**src/hdl/assert_macros.svh**
```systemverilog
// Assertion macros used by the RTL top level of the candidate pool.
// Plain text only; no dependencies.
`ifndef ASSERT_MACROS_SVH
`define ASSERT_MACROS_SVH

// Same-cycle implication, disabled during reset.
`define SCP_ASSERT_NOW(label, clk, rst, ante, cons) \
  label: assert property (@(posedge clk) disable iff (rst) (ante) |-> (cons)) \
    else $error("candidate pool assertion failed");

// Next-cycle implication, disabled during reset.
`define SCP_ASSERT_NEXT(label, clk, rst, ante, cons) \
  label: assert property (@(posedge clk) disable iff (rst) (ante) |=> (cons)) \
    else $error("candidate pool assertion failed");

`endif

```
**src/hdl/scpi_pkg.sv**
```systemverilog
// Package for the sorted candidate pool: field widths, operation codes,
// the entry type and the scan control struct. No dependencies.
`default_nettype none

package scpi_pkg;

  localparam int FUNC_W    = 2;
  localparam int ID_W      = 24;
  localparam int DIST_W    = 32;
  localparam int IDX_W     = 6;
  localparam int POS_W     = 7;
  localparam int DEPTH_DEF = 64;

  // Operation codes
  localparam logic [FUNC_W-1:0] FUNC_CLEAR  = 2'd0;
  localparam logic [FUNC_W-1:0] FUNC_INSERT = 2'd1;
  localparam logic [FUNC_W-1:0] FUNC_READ   = 2'd2;

  typedef struct packed {
    logic [ID_W-1:0]   id;
    logic [DIST_W-1:0] distance;
    logic              fresh;
  } entry_t;

  // Value of an entry that was never written since reset or clear
  localparam entry_t RESET_ENTRY = '{id: '0, distance: '1, fresh: 1'b0};

  typedef struct packed {
    logic init;  // start a new scan
    logic step;  // one entry arrives this cycle
  } scan_ctrl_t;

endpackage

`default_nettype wire

```
**src/hdl/scpi_req_if.sv**
```systemverilog
// Request channel of the candidate pool: valid/ready plus one input item.
// Depends on scpi_pkg for field widths.
`default_nettype none

interface scpi_req_if;
  logic                        valid;
  logic                        ready;
  logic [scpi_pkg::FUNC_W-1:0] func;
  logic [scpi_pkg::ID_W-1:0]   node_id;
  logic [scpi_pkg::DIST_W-1:0] cand_distance;
  logic                        fresh;
  logic [scpi_pkg::IDX_W-1:0]  read_index;

  modport source (output valid, func, node_id, cand_distance, fresh, read_index,
                  input ready);
  modport sink   (input valid, func, node_id, cand_distance, fresh, read_index,
                  output ready);
endinterface

`default_nettype wire

```
**src/hdl/scpi_rsp_if.sv**
```systemverilog
// Response channel of the candidate pool: valid/ready plus one result item.
// Depends on scpi_pkg for field widths.
`default_nettype none

interface scpi_rsp_if;
  logic                        valid;
  logic                        ready;
  logic [scpi_pkg::POS_W-1:0]  position;
  logic [scpi_pkg::ID_W-1:0]   entry_id;
  logic [scpi_pkg::DIST_W-1:0] entry_distance;
  logic                        entry_fresh;

  modport source (output valid, position, entry_id, entry_distance, entry_fresh,
                  input ready);
  modport sink   (input valid, position, entry_id, entry_distance, entry_fresh,
                  output ready);
endinterface

`default_nettype wire

```
**src/hdl/scpi_ram.sv**
```systemverilog
// Generic simple dual-port RAM: one write port, one read port, registered read.
// No dependencies.
`default_nettype none

module scpi_ram #(
  parameter int WIDTH = 8,
  parameter int DEPTH = 64,
  parameter int AW    = $clog2(DEPTH)
) (
  input  wire logic             clk,
  input  wire logic             wr_en,
  input  wire logic [AW-1:0]    waddr,
  input  wire logic [WIDTH-1:0] wdata,
  input  wire logic [AW-1:0]    raddr,
  output logic      [WIDTH-1:0] rdata
);

  logic [WIDTH-1:0] mem [DEPTH];

  // write port
  always_ff @(posedge clk) begin
    if (wr_en) begin
      mem[waddr] <= wdata;
    end
  end

  // registered read
  always_ff @(posedge clk) begin
    rdata <= mem[raddr];
  end

endmodule

`default_nettype wire

```
**src/hdl/scpi_scan.sv**
```systemverilog
// Scan unit: counts entries at or below the candidate distance and flags an
// equal id while the pool streams past. Depends on scpi_pkg.
`default_nettype none

module scpi_scan #(
  parameter int DEPTH = scpi_pkg::DEPTH_DEF,
  parameter int CW    = $clog2(DEPTH + 1)
) (
  input  wire logic                 clk,
  input  wire scpi_pkg::scan_ctrl_t ctrl,
  input  wire scpi_pkg::entry_t     cand,
  input  wire scpi_pkg::entry_t     ent,
  output logic [CW-1:0]             slot,
  output logic                      dup
);
  import scpi_pkg::*;

  logic le_hit;
  logic id_hit;

  assign le_hit = (ent.distance <= cand.distance);
  assign id_hit = (ent.id == cand.id);

  // accumulate over one pass of the pool
  always_ff @(posedge clk) begin
    if (ctrl.init) begin
      slot <= '0;
      dup  <= 1'b0;
    end else if (ctrl.step) begin
      slot <= slot + CW'(le_hit);
      dup  <= dup | id_hit;
    end
  end

endmodule

`default_nettype wire

```
**src/hdl/sorted_candidate_pool_insert_top.sv**
```systemverilog
// Top level of the sorted candidate pool: sequencer, valid bits, pool RAM
// and result register. Depends on scpi_pkg, scpi_req_if, scpi_rsp_if,
// scpi_ram, scpi_scan and assert_macros.svh.
//
//  channel | dir | beat contents
//  --------+-----+----------------------------------------------------------
//  req     | in  | func, node_id, cand_distance, fresh, read_index
//  rsp     | out | position, entry_id, entry_distance, entry_fresh
//
// One request at a time; req is ready only while the sequencer is idle, and a
// finished result waits in the rsp register while the next request is taken.
// Every insert makes one scan pass over the single RAM read port; a kept insert
// then shifts the later entries down through the write port in descending
// order and writes itself at its slot.
// Reset (synchronous, rst high) and clear mark all entries unwritten at once
// through per-entry valid bits; rsp stalls hold the sequencer in its last state.
`default_nettype none
`include "assert_macros.svh"

module sorted_candidate_pool_insert_top #(
  parameter int DEPTH = scpi_pkg::DEPTH_DEF
) (
  input wire logic  clk,
  input wire logic  rst,
  scpi_req_if.sink  req,
  scpi_rsp_if.source rsp
);
  import scpi_pkg::*;

  localparam int AW = $clog2(DEPTH);
  localparam int CW = $clog2(DEPTH + 1);
  localparam int EW = $bits(entry_t);

  localparam logic [POS_W-1:0] POS_NOT_KEPT = POS_W'(DEPTH);
  localparam logic [POS_W-1:0] POS_DUP      = POS_W'(DEPTH + 1);

  // Sequencer states
  localparam logic [2:0] S_IDLE   = 3'd0;
  localparam logic [2:0] S_RDWAIT = 3'd1;
  localparam logic [2:0] S_SCAN   = 3'd2;
  localparam logic [2:0] S_DECIDE = 3'd3;
  localparam logic [2:0] S_SHIFT  = 3'd4;
  localparam logic [2:0] S_PLACE  = 3'd5;
  localparam logic [2:0] S_DONE   = 3'd6;

  logic [2:0]       state;
  logic [DEPTH-1:0] valid;
  logic             rd_valid;
  entry_t           cand;
  logic [CW-1:0]    cnt;
  logic [AW-1:0]    sh_idx;
  logic [AW-1:0]    sh_dec;
  logic [POS_W-1:0] res_pos;
  entry_t           res_ent;
  logic             out_valid;
  logic [POS_W-1:0] out_pos;
  entry_t           out_ent;

  logic             req_fire;
  logic             rsp_free;
  logic             in_range;
  logic             keep;
  logic             wr_en;
  logic [AW-1:0]    waddr;
  entry_t           wdata;
  logic [AW-1:0]    raddr;
  logic [EW-1:0]    rdata;
  entry_t           eff;
  scan_ctrl_t       scan_ctrl;
  logic [CW-1:0]    slot;
  logic             dup;

  assign req.ready = (state == S_IDLE);
  assign req_fire  = req.valid && req.ready;
  assign rsp_free  = !out_valid || rsp.ready;
  assign in_range  = (32'(req.read_index) < 32'(DEPTH));
  assign keep      = (slot != CW'(DEPTH));
  assign sh_dec    = sh_idx - AW'(1);

  // an unwritten entry reads as its reset value
  assign eff = rd_valid ? entry_t'(rdata) : RESET_ENTRY;

  scpi_ram #(
    .WIDTH (EW),
    .DEPTH (DEPTH)
  ) u_ram (
    .clk   (clk),
    .wr_en (wr_en),
    .waddr (waddr),
    .wdata (wdata),
    .raddr (raddr),
    .rdata (rdata)
  );

  scpi_scan #(
    .DEPTH (DEPTH)
  ) u_scan (
    .clk  (clk),
    .ctrl (scan_ctrl),
    .cand (cand),
    .ent  (eff),
    .slot (slot),
    .dup  (dup)
  );

  // RAM addressing and scan control
  always_comb begin
    raddr     = '0;
    wr_en     = 1'b0;
    waddr     = '0;
    wdata     = cand;
    scan_ctrl = '0;
    case (state)
      S_IDLE: begin
        if (req_fire && req.func == FUNC_INSERT) begin
          scan_ctrl.init = 1'b1;
        end else if (req_fire && req.func == FUNC_READ) begin
          raddr = AW'(req.read_index);
        end
      end
      S_SCAN: begin
        scan_ctrl.step = 1'b1;
        if (cnt != CW'(DEPTH)) begin
          raddr = cnt[AW-1:0];
        end
      end
      S_DECIDE: begin
        raddr = AW'(DEPTH - 2);
      end
      S_SHIFT: begin
        // move entry sh_idx-1 (arriving now) down to sh_idx
        wr_en = 1'b1;
        waddr = sh_idx;
        wdata = eff;
        raddr = sh_idx - AW'(2);
      end
      S_PLACE: begin
        wr_en = 1'b1;
        waddr = slot[AW-1:0];
        wdata = cand;
      end
      default: begin
      end
    endcase
  end

  // valid bit of the entry being read travels with the RAM data
  always_ff @(posedge clk) begin
    if (rst) begin
      rd_valid <= 1'b0;
    end else begin
      rd_valid <= valid[raddr];
    end
  end

  // sequencer
  always_ff @(posedge clk) begin
    if (rst) begin
      state <= S_IDLE;
      valid <= '0;
    end else begin
      case (state)
        S_IDLE: begin
          if (req_fire) begin
            cand    <= '{id: req.node_id, distance: req.cand_distance, fresh: req.fresh};
            res_pos <= '0;
            res_ent <= '0;
            cnt     <= CW'(1);
            case (req.func)
              FUNC_CLEAR: begin
                valid <= '0;
                state <= S_DONE;
              end
              FUNC_INSERT: begin
                state <= S_SCAN;
              end
              FUNC_READ: begin
                state <= in_range ? S_RDWAIT : S_DONE;
              end
              default: begin
                state <= S_DONE;
              end
            endcase
          end
        end
        S_RDWAIT: begin
          res_ent <= eff;
          state   <= S_DONE;
        end
        S_SCAN: begin
          if (cnt == CW'(DEPTH)) begin
            state <= S_DECIDE;
          end else begin
            cnt <= cnt + CW'(1);
          end
        end
        S_DECIDE: begin
          sh_idx <= AW'(DEPTH - 1);
          if (!keep) begin
            res_pos <= POS_NOT_KEPT;
            state   <= S_DONE;
          end else if (dup) begin
            res_pos <= POS_DUP;
            state   <= S_DONE;
          end else begin
            res_pos <= POS_W'(slot);
            if (slot == CW'(DEPTH - 1)) begin
              state <= S_PLACE;
            end else begin
              state <= S_SHIFT;
            end
          end
        end
        S_SHIFT: begin
          valid[sh_idx] <= 1'b1;
          sh_idx        <= sh_dec;
          if (CW'(sh_dec) == slot) begin
            state <= S_PLACE;
          end
        end
        S_PLACE: begin
          valid[slot[AW-1:0]] <= 1'b1;
          state               <= S_DONE;
        end
        S_DONE: begin
          if (rsp_free) begin
            state <= S_IDLE;
          end
        end
        default: begin
          state <= S_IDLE;
        end
      endcase
    end
  end

  // result register
  always_ff @(posedge clk) begin
    if (rst) begin
      out_valid <= 1'b0;
    end else if (state == S_DONE && rsp_free) begin
      out_valid <= 1'b1;
      out_pos   <= res_pos;
      out_ent   <= res_ent;
    end else if (rsp.ready) begin
      out_valid <= 1'b0;
    end
  end

  assign rsp.valid          = out_valid;
  assign rsp.position       = out_pos;
  assign rsp.entry_id       = out_ent.id;
  assign rsp.entry_distance = out_ent.distance;
  assign rsp.entry_fresh    = out_ent.fresh;

  // checks
  `SCP_ASSERT_NOW(a_no_write_outside_update, clk, rst,
                  state != S_SHIFT && state != S_PLACE, !wr_en)
  `SCP_ASSERT_NOW(a_shift_below_slot, clk, rst, state == S_SHIFT, CW'(sh_idx) > slot)
  `SCP_ASSERT_NOW(a_place_only_kept, clk, rst, state == S_PLACE, keep && !dup)
  `SCP_ASSERT_NEXT(a_done_loads_result, clk, rst, state == S_DONE && rsp_free,
                   state == S_IDLE && out_valid)

endmodule

`default_nettype wire

```
**src/flat_wrapper.sv**
```systemverilog
// flat-port wrapper written by rule: the top's interface ports become plain ports
module sorted_candidate_pool_insert_top_flat import scpi_pkg::*;
#(
  parameter int DEPTH = scpi_pkg::DEPTH_DEF
)
  (clk, rst, req_valid, req_func, req_node_id, req_cand_distance, req_fresh, req_read_index, req_ready, rsp_valid, rsp_position, rsp_entry_id, rsp_entry_distance, rsp_entry_fresh, rsp_ready);
  scpi_req_if req_i ();
  scpi_rsp_if rsp_i ();
  input wire logic clk;
  input wire logic rst;
  input wire logic [$bits(req_i.valid)-1:0] req_valid;
  input wire logic [$bits(req_i.func)-1:0] req_func;
  input wire logic [$bits(req_i.node_id)-1:0] req_node_id;
  input wire logic [$bits(req_i.cand_distance)-1:0] req_cand_distance;
  input wire logic [$bits(req_i.fresh)-1:0] req_fresh;
  input wire logic [$bits(req_i.read_index)-1:0] req_read_index;
  output wire logic [$bits(req_i.ready)-1:0] req_ready;
  output wire logic [$bits(rsp_i.valid)-1:0] rsp_valid;
  output wire logic [$bits(rsp_i.position)-1:0] rsp_position;
  output wire logic [$bits(rsp_i.entry_id)-1:0] rsp_entry_id;
  output wire logic [$bits(rsp_i.entry_distance)-1:0] rsp_entry_distance;
  output wire logic [$bits(rsp_i.entry_fresh)-1:0] rsp_entry_fresh;
  input wire logic [$bits(rsp_i.ready)-1:0] rsp_ready;
  assign req_i.valid = req_valid;
  assign req_i.func = req_func;
  assign req_i.node_id = req_node_id;
  assign req_i.cand_distance = req_cand_distance;
  assign req_i.fresh = req_fresh;
  assign req_i.read_index = req_read_index;
  assign req_ready = req_i.ready;
  assign rsp_valid = rsp_i.valid;
  assign rsp_position = rsp_i.position;
  assign rsp_entry_id = rsp_i.entry_id;
  assign rsp_entry_distance = rsp_i.entry_distance;
  assign rsp_entry_fresh = rsp_i.entry_fresh;
  assign rsp_i.ready = rsp_ready;
  sorted_candidate_pool_insert_top #(.DEPTH(DEPTH)) u_core (.clk(clk), .rst(rst), .req(req_i), .rsp(rsp_i));
endmodule
```
**config.mk**
```make
export PLATFORM = sky130hd
export DESIGN_NAME = sorted_candidate_pool_insert_top_flat
export DESIGN_NICKNAME = d
export VERILOG_FILES = /design/src/hdl/scpi_pkg.sv /design/src/hdl/scpi_req_if.sv /design/src/hdl/scpi_rsp_if.sv /design/src/hdl/scpi_ram.sv /design/src/hdl/scpi_scan.sv /design/src/hdl/sorted_candidate_pool_insert_top.sv /design/src/flat_wrapper.sv
export VERILOG_INCLUDE_DIRS = /design/src /design/src/hdl
export SDC_FILE = /design/constraint.sdc
export NUM_CORES = 2
export LEC_CHECK = 0
export ABC_CLOCK_PERIOD_IN_PS = 11400
export BUFFER_PORTS_ARGS = -buffer_cell sky130_fd_sc_hd__buf_4
export CORE_UTILIZATION = 40
export CTS_CLUSTER_DIAMETER = 80
export DETAILED_ROUTE_END_ITERATION = 6
export GPL_ROUTABILITY_DRIVEN = 0
export SLEW_MARGIN = 20
export SYNTH_ARGS = -nofsm -noshare
export SYNTH_HDL_FRONTEND = slang
export SYNTH_SLANG_ARGS = --single-unit
```
**constraint.sdc**
```tcl
create_clock -name clk -period 11.4 [get_ports clk]
set_input_delay 0 -clock clk [delete_from_list [all_inputs] [get_ports clk]]
set_output_delay 0 -clock clk [all_outputs]
set_load 0.02 [all_outputs]
```
==> results.md, run 1 <==
- Outcome: aborted with a tool error
- Stopped at: detailed routing
- Run Error: Error: net863 30 pin not visited #guides = 399
- Post-Synth Simple-Gate Area: 2.44%
- Syn Area/Cell: 21.1 um2
- I/O Pins: 135
- Num CTS Buffers: 387
- Longest Clk Path Bufs: 4
- Synth Area in Compound Gates: 4.61%
- Starting density of the core: 40.3%
- Overall Global Routing Usage: 23.1%
- Port buffer count: 134
- Largest net degree at the start of global routing: 138
- Die span in x: 618 um
- Post-synthesis sequential area ratio: 77.9%
- Cell Rows: 225
- Asr flop ratio synth: 0%
- # hold bufs at CTS: 129
- Synth top area cells: edfxtp_1, mux4_2, dfxtp_1
- Mux share of post-synthesis cell area: 13.1%
- Chip Height: 618 um
- Syn Inst Count: 7193
- Post-CTS Setup Inserts: 0
- Global-route wire length before repair: 620000 um
- Mapped Area: 152000 um2
- XOR/XNOR Fraction of Synth Area: 0.144%
- Top_reg_cell synth: edfxtp_1
- # resized after CTS: 0
- Antenna violations before repair: 17
- Largest family of logic cells by synthesized area: multiplexers
- Global route overflow: 0
- Clock Tree Root: clkbuf_16
- Clock Sinks: 3980
- Dpl hpwl: 241000 um
- Vias in the first global route: 78800
- Synth Area in Adders: 0.380%
- Yosys reg bits: 3980
- Syn nets: 7308
- Number of H-tree levels: 5
- Yosys cell types: 70
- Cell accounting for the most synthesized area: edfxtp_1
- Top cell type's share of synthesized area: 76.2%
- EDFF count, synth: 3846
- Synth warn: 0
[cells by family after synthesis]
logic type,after synthesis
flops,3980
fa+ha+maj,46
xor+xnor,25
compound gates,978
mux,891
buf+inv,473
simple gates,800
[metrics by stage]
stage | hold slack [ns] | cell area (um2) | setup WS [ns] | std cells
floorplan | 0.0989 | 152000 | 0.749 | 7193
global placement | 0.180 | 160000 | 5.73 | 12200
detailed placement | 0.180 | 160000 | 5.69 | 12200
CTS | 0.0518 | 174000 | 5.66 | 13000
global route | 0.112 | 174000 | 5.44 | 13000
[routing by layer]
layer	GRT usage, %
met3	4.32
met2	36.1
met5	0
met1	32.7
met4	7.71
[Yosys cell counts (7+ instances only)]
cell	count
a2111oi_1	7
a211oi_1	30
a21o_1	10
a21oi_1	211
a221oi_1	99
a221oi_2	8
a22o_1	99
a22oi_1	233
a311oi_1	27
a31oi_1	16
and2_1	63
and3_1	28
buf_1	43
buf_2	139
buf_4	13
buf_6	9
clkbuf_1	210
dfxtp_1	134
edfxtp_1	3846
ha_1	46
inv_1	59
mux2i_1	10
mux4_2	879
nand2_1	254
nand2b_1	36
nand3_1	89
nand3b_1	9
nand4_1	14
nor2_1	235
nor2b_1	9
nor3_1	19
nor4_1	8
o21ai_0	68
o221ai_1	46
o22ai_1	82
or3_1	14
xnor2_1	13
xor2_1	12
==> inputs of run 2 (changes only) <==
ABC_CLOCK_PERIOD_IN_PS = 14800   (was 11400)
CORE_UTILIZATION = 25   (was 40)
CTS_CLUSTER_DIAMETER = not set   (was 80)
PLACE_DENSITY_LB_ADDON = 0.15   (was not set)
clock period = 14.8 ns   (was 11.4 ns; I/O delays follow)
==> run 2 against run 1 <==
The flow now finishes without violations; area after synthesis did not move; synthesized cell count unchanged; global-route usage down 5.6 points.
==> results.md, run 2 <==
- Most frequent cells after synthesis: edfxtp_1, mux4_2, nand2_1
- WP data required: 15.65 ns
- Slew headroom: 21.8%
- I/O Pins: 135
- Most flop-heavy register: u_core.u_ram.mem
- Top cell type's share of synthesized area: 76.2%
- Synth top area cells: edfxtp_1, mux4_2, dfxtp_1
- Global route overflow: 0
- Startpoint types: flop
- Synth warn: 0
- # resized after CTS: 0
- Worst-Margin Slew: 1.17 ns
- Cell Rows: 285
- Yosys cell types: 70
- CTS tree: yes
- # hold bufs at CTS: 131
- Power Dens Cells: 209 nW/um2
- Die footprint: 610000 um2
- Worst Skew: 0.0615 ns
- Logic gate share of total power: 31.5%
- EDFF count, synth: 3846
- Asr flop ratio synth: 0%
- Fmax: 148 MHz
- Critical path endpoint category: flop
- Clock Latency Late Sink: 1.03 ns
- Final setup vio count: 0
- Initial DRC Count: 9629
- Worst hold path class: input port to flop
- Post-CTS Setup Inserts: 0
- Top_reg_cell synth: edfxtp_1
- Vias in the first global route: 80800
- Antenna-violating nets left: 0
- Largest net degree at the start of global routing: 118
- Starting density of the core: 25.1%
- Mapped Area: 152000 um2
- Switching share of total power: 33.8%
- Syn nets: 7308
- Avg Vias per Cell: 4.90
- Die span in x: 781 um
- Cell accounting for the most synthesized area: edfxtp_1
- Port buffer count: 134
- Syn Area/Cell: 21.1 um2
- CP max FO: 77
- Internal power: 24.9 mW
- Antenna violations before repair: 49
- Layout cells sized above 1: 25.7%
- Seq pwr share: 39.4%
- Clock Sinks: 3980
- Largest regs: u_core.u_ram.mem (3648), u_core.valid (64)
- Clock Tree Root: clkbuf_16
- WHS Path Cells: 3
- Max-cap viol count: 0
- Routed length per instance: 33.7 um
- Core outline area: 603000 um2
- Total Wirelength: 547000 um
- Most crowded layer after global routing: met2
- Met1 Track Usage GR: 23.9%
- Tcrit/Tclk final: 45.7%
- Longest Clk Path Bufs: 4
- Max reg flops: 3648
- Setup TNS: 0 ns
- Number of H-tree levels: 5
- Most numerous cell in the Yosys netlist: edfxtp_1
- Switching Power: 12.7 mW
- Fin Hold WS: 0.140 ns
- RSZ-0062 raised after global routing: false
- Area occupied by multi-input gates: 32500 um2
- Router iterations before antenna repair: 6
- Critical Path AT: 7.61 ns
- Yosys reg bits: 3980
- Chip Height: 781 um
- WS Path Type: flop to flop
- Syn Inst Count: 7193
- Commonest non-fill, non-tap cell in the layout: edfxtp_1
- Storage cell area: 118000 um2
- Clock Pin Slew Worst Setup and Hold Paths: 0.06 ns
- Vias: 79400
- Max Slew Vio Count: 0
- Register-to-Register Path Depth: 12
- Outcome: finished clean
- Residual DRC: 0
- Crit path time final: 6.76 ns
- Peak supply drop: 197 uV
- Post-synthesis sequential area ratio: 77.9%
- Dpl hpwl: 297000 um
- Clock network power share: 29.1%
- Num CTS Buffers: 444
- Met3 Resource Use GR: 2.25%
- Overall Global Routing Usage: 17.5%
- LEAKAGE: 55.5 nW
- Hold Violations, Final: 0
- Final nets: 7901
- Grt met2 use: 29.5%
- Commonest cells after routing, fill and taps aside: edfxtp_1, mux4_2, clkbuf_16, buf_4, nand2_1
- Area delta synth->final: 18.8%
- Global-route wire length before repair: 733000 um
- Fill count: 58700
==> run 2: logic make-up after synthesis <==
kind of cell,Yosys count,synth area share (%)
flops,3980,77.9
buf+inv,473,1.36
xor+xnor,25,0.144
compound gates,978,4.61
fa+ha+maj,46,0.380
mux,891,13.1
simple gates,800,2.44
==> run 2: power by group through the flow <==
stage / registers [mW] / clock network, mW / logic, mW
after floorplan: 15.0 / 0 / 7.30
after global placement: 15.1 / 0 / 11.9
after detailed placement: 15.1 / 0 / 12.0
after CTS: 14.9 / 11.2 / 12.1
after global routing: 14.9 / 11.6 / 12.6
final: 14.8 / 11.0 / 11.8
==> run 2: cell type report <==
type | count | share of cell area, %
Antenna cell | 19 | 0.0264
Clock inverter | 207 | 1.10
Multi-Input combinational cell | 2740 | 18.1
Timing Repair Buffer | 561 | 2.70
Sequential cell | 3980 | 65.6
Tap cell | 8036 | 5.58
Inverter | 59 | 0.123
Clock buffer | 619 | 6.84
==> run 2: final timing paths <==
kind / slack [ns] / start / end
setup reg to reg: 8.04 / u_core.state[1] / u_core.u_ram.rdata[13]
setup / recovery: 8.04 / u_core.state[1] / u_core.u_ram.rdata[13]
hold reg to reg: 0.42 / u_core.res_ent[38] / u_core.rsp.entry_id[5]
hold / removal: 0.14 / rst / u_core.cand[54]
==> run 2: critical path: stages, from the launching register on <==
cell      delay (ns)
dfxtp_1         0.96
nor3b_2         0.09
buf_4           0.31
nand2_1         0.22
and3_4          0.81
buf_4           0.79
buf_12          0.58
buf_4           0.72
mux4_2          0.59
a22oi_1         0.39
a21oi_1         0.15
nor2_1          0.40
o221ai_1        0.20
==> run 2: layer usage <==
metal,up-vias,wire [um]
met5,-,41
met4,6,13200
met3,648,31300
met2,2993,268000
met1,44200,234000
li1,31600,-
==> run 2: per-stage QoR <==
step / total power, mW / utilization, % / cells / worst slack, ns / area (um2)
after floorplan: 22.3 / - / 7193 / 4.15 / 152000
after global placement: 27.0 / 27.2 / 15200 / 7.88 / 164000
after detailed placement: 27.1 / 27.3 / 15200 / 7.84 / 164000
after CTS: 38.1 / 29.9 / 16200 / 7.85 / 180000
after global routing: 39.1 / 29.9 / 16200 / 7.47 / 180000
final: 37.6 / 29.9 / 16200 / 8.04 / 180000
No activity file was read; power rests on OpenSTA's default activity.
